--- src/rtl/psdu_pkg.sv ---
// ============================================================================
// Particle swarm dimension update package
// Shared widths, register codes, reset values and payload types of the
// particle swarm dimension update block.
// ============================================================================
package psdu_pkg;

    // Word format of positions, velocities and bounds (two's complement).
    localparam int WORD_BITS = 32;

    // Field and register widths.
    localparam int TAG_BITS       = 8;
    localparam int DRAW_BITS      = 16;
    localparam int GAIN_BITS      = 18;
    localparam int LIMIT_BITS     = 17;
    localparam int GAIN_FRAC      = 16;
    localparam int CFG_INDEX_BITS = 2;
    localparam int CFG_DATA_BITS  = GAIN_BITS;

    // A limit fraction of exactly one; larger settings act as this value.
    localparam logic [LIMIT_BITS-1:0] LIMIT_ONE = LIMIT_BITS'(1 << GAIN_FRAC);

    // Register reset values.
    localparam logic [GAIN_BITS-1:0]  INERTIA_RESET   = GAIN_BITS'(45875);
    localparam logic [GAIN_BITS-1:0]  COGNITIVE_RESET = GAIN_BITS'(98304);
    localparam logic [GAIN_BITS-1:0]  SOCIAL_RESET    = GAIN_BITS'(98304);
    localparam logic [LIMIT_BITS-1:0] LIMIT_RESET     = LIMIT_BITS'(13107);

    // Saturation limits of the word.
    localparam logic signed [WORD_BITS-1:0] WORD_MAX = {1'b0, {(WORD_BITS-1){1'b1}}};
    localparam logic signed [WORD_BITS-1:0] WORD_MIN = {1'b1, {(WORD_BITS-1){1'b0}}};

    // Register indexes of the configuration port.
    typedef enum logic [CFG_INDEX_BITS-1:0] {
        CFG_INERTIA   = 2'd0,
        CFG_COGNITIVE = 2'd1,
        CFG_SOCIAL    = 2'd2,
        CFG_LIMIT     = 2'd3
    } t_cfg_index;

    // Configuration register set.
    typedef struct packed {
        logic [GAIN_BITS-1:0]  inertia_weight;
        logic [GAIN_BITS-1:0]  cognitive_gain;
        logic [GAIN_BITS-1:0]  social_gain;
        logic [LIMIT_BITS-1:0] velocity_limit_fraction;
    } t_cfg;

    // One input request: one dimension of one particle.
    typedef struct packed {
        logic [TAG_BITS-1:0]         particle_tag;
        logic signed [WORD_BITS-1:0] position;
        logic signed [WORD_BITS-1:0] velocity;
        logic signed [WORD_BITS-1:0] personal_best;
        logic signed [WORD_BITS-1:0] global_best;
        logic signed [WORD_BITS-1:0] lower_bound;
        logic signed [WORD_BITS-1:0] upper_bound;
        logic [DRAW_BITS-1:0]        rand_personal;
        logic [DRAW_BITS-1:0]        rand_social;
        logic [DRAW_BITS-1:0]        rand_low_damp;
        logic [DRAW_BITS-1:0]        rand_high_damp;
        logic                        last_dimension;
    } t_in_item;

    // One result request.
    typedef struct packed {
        logic [TAG_BITS-1:0]         tag_out;
        logic signed [WORD_BITS-1:0] next_position;
        logic signed [WORD_BITS-1:0] next_velocity;
        logic                        end_of_particle;
    } t_out_item;

    // Hand-over from the velocity pipeline to the position pipeline.
    typedef struct packed {
        logic [TAG_BITS-1:0]         tag;
        logic                        last;
        logic signed [WORD_BITS-1:0] position;
        logic signed [WORD_BITS-1:0] lower_bound;
        logic signed [WORD_BITS-1:0] upper_bound;
        logic signed [WORD_BITS-1:0] velocity;
        logic [DRAW_BITS-1:0]        rand_low_damp;
        logic [DRAW_BITS-1:0]        rand_high_damp;
    } t_vel;

endpackage

--- src/rtl/psdu_position.sv ---
// ============================================================================
// Particle swarm position pipeline
// Five register stages: position step, lower fold-back product, lower
// fold-back, upper fold-back product, upper fold-back with saturation.
// ============================================================================
module psdu_position import psdu_pkg::*; (
    input  logic      i_clk,
    input  logic      i_rst_n,
    input  logic      i_valid,
    output logic      o_stall,
    input  t_vel      i_vel,
    output logic      o_valid,
    input  logic      i_stall,
    output t_out_item o_item
);

    localparam int PW = WORD_BITS + 6;
    localparam int MW = PW + DRAW_BITS + 1;

    // Stage enables, same bubble-collapsing scheme as the velocity side.
    logic en_e, en_f, en_g, en_h, en_i;
    logic r_e_valid, r_f_valid, r_g_valid, r_h_valid, r_i_valid;

    assign en_i    = !r_i_valid || !i_stall;
    assign en_h    = !r_h_valid || en_i;
    assign en_g    = !r_g_valid || en_h;
    assign en_f    = !r_f_valid || en_g;
    assign en_e    = !r_e_valid || en_f;
    assign o_stall = !en_e;
    assign o_valid = r_i_valid;

    always_ff @(posedge i_clk) begin
        if (!i_rst_n) begin
            r_e_valid <= 1'b0;
            r_f_valid <= 1'b0;
            r_g_valid <= 1'b0;
            r_h_valid <= 1'b0;
            r_i_valid <= 1'b0;
        end else begin
            if (en_e) r_e_valid <= i_valid;
            if (en_f) r_f_valid <= r_e_valid;
            if (en_g) r_g_valid <= r_f_valid;
            if (en_h) r_h_valid <= r_g_valid;
            if (en_i) r_i_valid <= r_h_valid;
        end
    end

    // Stage E: new position and its distances to both bounds.
    logic signed [PW-1:0] n_x, n_v, n_lo, n_hi;
    logic signed [PW-1:0] r_e_nx, r_e_dlo, r_e_dhi0, r_e_lmh;
    t_vel                 r_e_vel;

    always_comb begin
        n_x  = PW'($signed(i_vel.position));
        n_v  = PW'($signed(i_vel.velocity));
        n_lo = PW'($signed(i_vel.lower_bound));
        n_hi = PW'($signed(i_vel.upper_bound));
    end

    always_ff @(posedge i_clk) begin
        if (en_e) begin
            r_e_nx   <= n_x + n_v;
            r_e_dlo  <= n_x + n_v - n_lo;
            r_e_dhi0 <= n_x + n_v - n_hi;
            r_e_lmh  <= n_lo - n_hi;
            r_e_vel  <= i_vel;
        end
    end

    // Stage F: damped overshoot below the lower bound.
    logic signed [MW-1:0] n_plo;
    logic signed [PW-1:0] r_f_fl, r_f_nx, r_f_dhi0, r_f_lmh;
    logic                 r_f_below;
    t_vel                 r_f_vel;

    assign n_plo = $signed({1'b0, r_e_vel.rand_low_damp}) * r_e_dlo;

    always_ff @(posedge i_clk) begin
        if (en_f) begin
            r_f_fl    <= PW'(n_plo >>> GAIN_FRAC);
            r_f_below <= r_e_dlo[PW-1];
            r_f_nx    <= r_e_nx;
            r_f_dhi0  <= r_e_dhi0;
            r_f_lmh   <= r_e_lmh;
            r_f_vel   <= r_e_vel;
        end
    end

    // Stage G: fold back below the lower bound and redo the upper distance.
    logic signed [PW-1:0] r_g_nx1, r_g_dhi;
    t_vel                 r_g_vel;

    always_ff @(posedge i_clk) begin
        if (en_g) begin
            if (r_f_below) begin
                r_g_nx1 <= PW'($signed(r_f_vel.lower_bound)) - r_f_fl;
                r_g_dhi <= r_f_lmh - r_f_fl;
            end else begin
                r_g_nx1 <= r_f_nx;
                r_g_dhi <= r_f_dhi0;
            end
            r_g_vel <= r_f_vel;
        end
    end

    // Stage H: damped overshoot above the upper bound.
    logic signed [MW-1:0] n_phi;
    logic signed [PW-1:0] r_h_fh, r_h_nx1;
    logic                 r_h_above;
    t_vel                 r_h_vel;

    assign n_phi = $signed({1'b0, r_g_vel.rand_high_damp}) * r_g_dhi;

    always_ff @(posedge i_clk) begin
        if (en_h) begin
            r_h_fh    <= PW'(n_phi >>> GAIN_FRAC);
            r_h_above <= !r_g_dhi[PW-1] && (r_g_dhi != '0);
            r_h_nx1   <= r_g_nx1;
            r_h_vel   <= r_g_vel;
        end
    end

    // Stage I: fold back above the upper bound, saturate, output register.
    logic signed [PW-1:0]        n_nx2;
    logic signed [WORD_BITS-1:0] n_pos;
    t_out_item                   r_i_item;

    always_comb begin
        n_nx2 = r_h_above ? (PW'($signed(r_h_vel.upper_bound)) - r_h_fh) : r_h_nx1;
        if (n_nx2 > PW'(WORD_MAX)) begin
            n_pos = WORD_MAX;
        end else if (n_nx2 < PW'(WORD_MIN)) begin
            n_pos = WORD_MIN;
        end else begin
            n_pos = n_nx2[WORD_BITS-1:0];
        end
    end

    always_ff @(posedge i_clk) begin
        if (en_i) begin
            r_i_item.tag_out         <= r_h_vel.tag;
            r_i_item.next_position   <= n_pos;
            r_i_item.next_velocity   <= r_h_vel.velocity;
            r_i_item.end_of_particle <= r_h_vel.last;
        end
    end

    assign o_item = r_i_item;

endmodule

--- config.mk ---
export PLATFORM = sky130hd
export DESIGN_NAME = psdu_position
export DESIGN_NICKNAME = d
export VERILOG_FILES = /design/src/rtl/psdu_pkg.sv /design/src/rtl/psdu_position.sv
export SDC_FILE = /design/constraint.sdc
export NUM_CORES = 2
export LEC_CHECK = 0
export ABC_AREA = 1
export BUFFER_PORTS_ARGS = -buffer_cell sky130_fd_sc_hd__buf_2
export CAP_MARGIN = 20
export CORE_MARGIN = 2
export CORE_UTILIZATION = 40
export CTS_BUF_LIST = sky130_fd_sc_hd__clkbuf_16
export DETAILED_ROUTE_END_ITERATION = 6
export GPL_ROUTABILITY_DRIVEN = 0
export SLEW_MARGIN = 20
export SYNTH_ARGS = -nofsm -noshare
export SYNTH_HDL_FRONTEND = slang
export SYNTH_SLANG_ARGS = --single-unit
--- constraint.sdc ---
create_clock -name i_clk -period 34.3 [get_ports i_clk]
set_clock_uncertainty 0.05 [all_clocks]
set_input_delay 6.86 -clock i_clk [delete_from_list [all_inputs] [get_ports i_clk]]
set_output_delay 6.86 -clock i_clk [all_outputs]
set_load 0.01 [all_outputs]
## Yosys cells after proc, flatten, opt, wreduce, memory -nomap -nowiden

Cells that the tools add are included.

| storage, ports and cells | value |
|---|---|
| output and inout port bits | 75 |
| flip-flop bits (word level) | 946 |
| logic and storage cells | 75 |
| bits of input ports | 173 |

| cells by class | value |
|---|---|
| order comparisons | 2 |
| muxes and demuxes | 4 |
| reductions and logical operators | 15 |
| $mul | 2 |
| add/subtract/negate cells | 7 |

Operator list:

| kind | number |
|---|---|
| $mux 38 | 3 |
| $mul 17x38->54 | 2 |
| $sub 32x38->38 | 2 |
| $sub 33x32->34 | 2 |
| $gt 38x32->1 const B | 1 |
| $lt 38x32->1 const B | 1 |
| $reduce_bool 38->1 | 1 |
| $sub 38x38->38 | 1 |
| $add 32x32->33 | 1 |
| $sub 32x32->33 | 1 |
| $mux 32 | 1 |
| $logic_not 1->1 | 8 |
| $logic_or 1x1->1 | 5 |
| $logic_and 1x1->1 | 1 |

## Logic depth before layout (Yosys ltp)

| logic depth | value |
|---|---|
| depth in word-level cells | 7 |
| gate-level depth with buffers | 31 |
| depth with buffers taken out | 29 |

## Worst setup path after synthesis

Ideal clock, no wire load.

| timing | value |
|---|---|
| kind | input -> output |
| start | input port i_stall |
| end | output port o_stall |
| cell stages on the path | 8 |
| arrival time | 20.764 ns |
| buffers on the path | 0 |
| setup slack | 6.626 ns |
| required time | 27.390 ns |
| cells stage by stage | nand2_1 > nor2_1 > inv_1 > nor2_1 > inv_1 > nor2_1 > inv_1 > nor2_1 |

| on the way | value |
|---|---|
| word-level cells in the longest chain between the ends | 7 |

RTL lines:

| what | line | text |
|---|---|---|
| from (decl) | psdu_position.sv:13 | `input logic i_stall,` |
| $logic_not 1->1 | psdu_position.sv:24 | `assign en_i = !r_i_valid \|\| !i_stall;` |
| $logic_or 1x1->1 | psdu_position.sv:24 |  |
| $logic_or 1x1->1 | psdu_position.sv:25 | `assign en_h = !r_h_valid \|\| en_i;` |
| net en_h | psdu_position.sv:21 | `logic en_e, en_f, en_g, en_h, en_i;` |
| $logic_or 1x1->1 | psdu_position.sv:26 | `assign en_g = !r_g_valid \|\| en_h;` |
| net en_g | psdu_position.sv:21 |  |
| $logic_or 1x1->1 | psdu_position.sv:27 | `assign en_f = !r_f_valid \|\| en_g;` |
| net en_f | psdu_position.sv:21 |  |
| $logic_or 1x1->1 | psdu_position.sv:28 | `assign en_e = !r_e_valid \|\| en_f;` |
| $logic_not 1->1 | psdu_position.sv:29 | `assign o_stall = !en_e;` |
| to (decl) | psdu_position.sv:10 | `output logic o_stall,` |

The timed path passes the listed nets, and every way through them passes these cells.

## Worst setup path after layout

| timing | value |
|---|---|
| start | input port i_stall |
| end | output port o_stall |

| on the way | value |
|---|---|
| word-level cells in the longest chain between the ends | 7 |

RTL lines:

| what | line |
|---|---|
| $logic_not 1->1 | psdu_position.sv:24 |
| $logic_or 1x1->1 | psdu_position.sv:24 |
| net en_i | psdu_position.sv:21 |
| $logic_or 1x1->1 | psdu_position.sv:25 |
| net en_h | psdu_position.sv:21 |
| $logic_or 1x1->1 | psdu_position.sv:26 |
| net en_g | psdu_position.sv:21 |
| $logic_or 1x1->1 | psdu_position.sv:27 |
| net en_f | psdu_position.sv:21 |
| $logic_or 1x1->1 | psdu_position.sv:28 |
| $logic_not 1->1 | psdu_position.sv:29 |

The timed path passes the listed nets, and every way through them passes these cells.

==> results.md <==
Status:
- The flow ran to the end, and the final reports show no timing, DRC or antenna violations.

Setup path:
- The startpoint of the lowest-slack register-to-register path is r_e_dlo[36].
- The biggest fanout along the worst timing path is ~110.
- The launch point of the worst path is i_stall.
- At the worst endpoint, the required time is roughly 27 ns.
- By startpoint and endpoint, the worst setup path is classified as in -> out.
- The slack of the worst reg-to-reg path is around 27 ns.
- STA classifies the critical path startpoint as an input port.
- STA classifies the critical path endpoint as an output port.
- The arrival time of data at the critical path endpoint is between 9 and 10 ns.

Min path:
- The worst hold path begins at r_e_vel[81].
- The type of the most critical hold path is reg -> reg.

Yosys:
- Sorting the synthesized cells by area gives the leading types as edfxtp_1 33%, fa_1 26%, inv_1 10%, nand2_1 9.4%, ha_1 7.2%.
- Dividing the synthesized area by the synthesized cell count gives between 9 and 10 um^2.
- The net count of the mapped netlist is roughly 11000.
- Sequential elements use 32.7% of the synthesized area.
- The commonest register cell after synthesis is edfxtp_1.
- The synthesized flop and latch total is 924.
- The cell taking the most area after synthesis is edfxtp_1.
- During synthesis, Yosys emitted a total of 0 warnings.
- The post-synthesis cell count is around 9200.
- Summed over its instances, the top area cell type makes up approximately a third of the synthesized netlist area.
- The post-synthesis cell area is roughly 0.085 mm^2.
- The number of enable-type register cells in the synthesized netlist is 919.
- The netlist uses 50 different library cells.
- The proportion of register bits with asynchronous set or reset after synthesis is 0%.

Placed design:
- The detailed-placement wirelength estimate is just under 200000 um.
- The pre-CTS setup slack is between 15 and 20 ns.
- Port buffering added roughly 250 buffers.

Clocking:
- The total clock buffers created by CTS is 97.
- The clock transition at the registers of the reported paths is approximately 0.060 ns.
- The number of gates given a new drive strength after cts is 0.
- The tree is rooted in a clkbuf_16.
- The clock reaches the later pin of the worst-skew pair after 0.74 ns.
- The clock drives between 900 and 1000 sinks.
- The maximum root-to-sink buffer count is 3.
- TritonCTS built the clock tree.
- In this run the post-CTS setup repair buffer count came out at 0.
- The number of buffers inserted by hold repair at cts is 0.
- CTS built an H-tree with a depth of 3.

Layout:
- The area of the multi-input gates is around 0.048 mm^2.
- Compared with the post-synthesis result, the final layout area differs by 8.65%.
- The final net count is 11082.
- Registers take ~0.028 mm^2.
- The number of filler cells placed in the layout is between 20000 and 25000.
- The share of final-layout standard cells stronger than drive strength 1 is roughly 5.5%.

STA:
- Measured against its own limit, the worst slew margin works out to between 10% and 20%.
- For this run, the top clock speed supported by timing is approximately 60 MHz.
- The number of failing hold endpoints at the final stage is 0.
- For the pin with the worst max-slew slack, the measured transition is roughly 1.3 ns.
- Setup repair after global routing left no endpoint under its margin.
- The setup total negative slack is 0 ns.
- In the finished design, the share of the clock period the worst path needs comes to 48.4%.
- The final setup slack of the worst path is about 18 ns.
- The worst path needs between 15 and 20 ns of the cycle, external delays included.
- Setup violations remaining at the end of the flow were counted as 0.
- Across all hold checks on the routed design, the worst slack comes to between 0.3 and 0.4 ns.
- The number of max-slew violations in the final report came to 0.

Route:
- Once detail routing completed, the nets flagged for antenna violations numbered 0.
- The detailed-route vias per instance is just over 5.
- The top layer used by detailed routing is met4.
- The average wire per cell in the routed design is 20.1 um.
- After detailed routing, the total wire length is approximately 250000 um.
- After detailed routing, the met2 layer carries ~120000 um of wire.
- Summed over all nets, wire length on met3 after detailed routing comes to about 19000 um.
- The detailed-routing iteration count for the pre-antenna-repair pass is 7.
- The total via count in the routed design is roughly 63000.
- The remaining design rule violation count is 0.
- The number of violations reported at the end of detailed-routing iteration 0 is 5566.
- The detailed-routing wirelength on met1 is between 100000 and 150000 um.

Global route:
- The global-route wire length before repair is ~380000 um.
- The number of antenna violations at the first check in global routing came to 13.
- The maximum number of pins on one net before global-route repair is about 160.
- After global routing the overflow that remains totals 0.
- The via count of the first global-routing pass was between 60000 and 70000.
- The total track usage is 22.8%.

Floorplanning:
- The die is 465 um wide.
- approximately 250 I/O pins were placed.
- The die height is approximately 460 um.
- The initial cell density of the core is 40.1%.
- The initialized floorplan defines around 170 standard-cell rows.
- The core region is around 0.21 mm^2.
- The die covers approximately 0.22 mm^2.

Flow run:
- The tool flagged a number of max-cap violations equal to 0.
stage by stage:
step,util [%],cells,instance area [um^2]
global route,43.6,12227,92200
detailed placement,42.1,12047,88900
global placement,42.0,12046,88900
CTS,43.6,12225,92100
floorplan,-,9218,84800
finish,43.6,12231,92200
worst max-delay path, cell delays in order:
cell	delay [ns]
buf_2	0.11
nand2_4	0.06
nor2_1	0.07
inv_6	0.60
nor2_1	0.21
inv_6	0.42
nor2_1	0.20
inv_8	0.62
nor2_1	0.28
buf_2	0.22
Yosys cell counts, drive strengths merged (9+ instances only):
master	n
inv	2254
nand2	2140
fa	1097
edfxtp	919
ha	487
a21oi	461
nor2	426
o21ai	275
clkbuf	263
nand3	162
xor2	153
xnor2	109
a31oi	77
nor3	46
o21bai	46
a21o	43
or2	37
nor4	35
buf	34
nand4	29
o21a	27
o211ai	25
a21boi	12
and3	12
o221ai	10
o31ai	9
per-layer routing:
| metal | GRT usage [%] | up-vias |
|---|---|---|
| li1 | - | 28474 |
| met1 | 30.0 | 30988 |
| met2 | 37.5 | 2595 |
| met3 | 3.43 | 559 |
| met4 | 9.47 | 0 |
| met5 | 0 | - |
layout by cell type, fill, tap and decap left out, types with 20 or more instances in the layout:
cell       Yosys  layout
xor2_1       153     153
o21ai_0      267     267
fa_1        1097    1097
clkbuf_16      0      97
a21o_1        43      43
clkinv_1       1      20
or2_2         35      35
edfxtp_1     919     919
nand3_1      158     158
nor3_1        44      44
a31oi_1       77      77
o21a_1        27      27
o21bai_1      46      46
nor2_1       422     422
nand2_1     2131    2130
o211ai_1      25      25
buf_4          0      56
xnor2_1      109     109
nor4_1        35      35
a21oi_1      456     456
buf_2          0     247
inv_1       2253    2265
ha_1         487     487
nand4_1       29      29
path summary, 6_finish.rpt:
kind / to / depth (start not counted)
max: o_stall / 10
min: r_f_vel[81] / 0
max reg2reg: r_f_fl[37] / 24
min reg2reg: r_f_vel[81] / 0
logic make-up (layout without fill, tap and decap cells):
| logic type | after synthesis | after routing | share of synthesized area [%] |
|---|---|---|---|
| simple gates | 2898 | 2898 | 13.6 |
| flops | 924 | 924 | 32.7 |
| xor+xnor | 262 | 262 | 2.71 |
| other cells | 0 | 6 | 0 |
| fa+ha+maj | 1584 | 1584 | 33.1 |
| compound gates | 998 | 998 | 6.63 |
| buf+inv | 2552 | 2738 | 11.3 |
registers in the layout (all words and copies together), names as in the netlist:
register and count:
r_e_vel 137, r_g_dhi 38, r_g_valid 1, o_item 73, r_g_vel 89, r_h_fh 38
r_e_nx 33, r_f_valid 1, r_e_dhi0 34, r_e_dlo 34, r_e_lmh 33, r_g_nx1 38
o_valid 1, r_h_vel 73, r_h_nx1 38, r_f_nx 33, r_h_above 1, r_e_valid 1
r_f_vel 121, r_f_below 1, r_f_dhi0 34, r_h_valid 1, r_f_lmh 33, r_f_fl 38
layout make-up:
cell class / instances / share of cell area [%]
clock buffer: 97 / 2.63
clock inverter: 81 / 0.869
inverter: 2255 / 9.21
sequential: 924 / 30.1
tap: 2821 / 3.83
timing repair buffer: 305 / 1.84
multi-input combinational: 5742 / 51.6
antenna: 6 / 0.0163
Power is not shown: default switching activity piles up to over one toggle a cycle in this logic, so the estimate is an artifact.
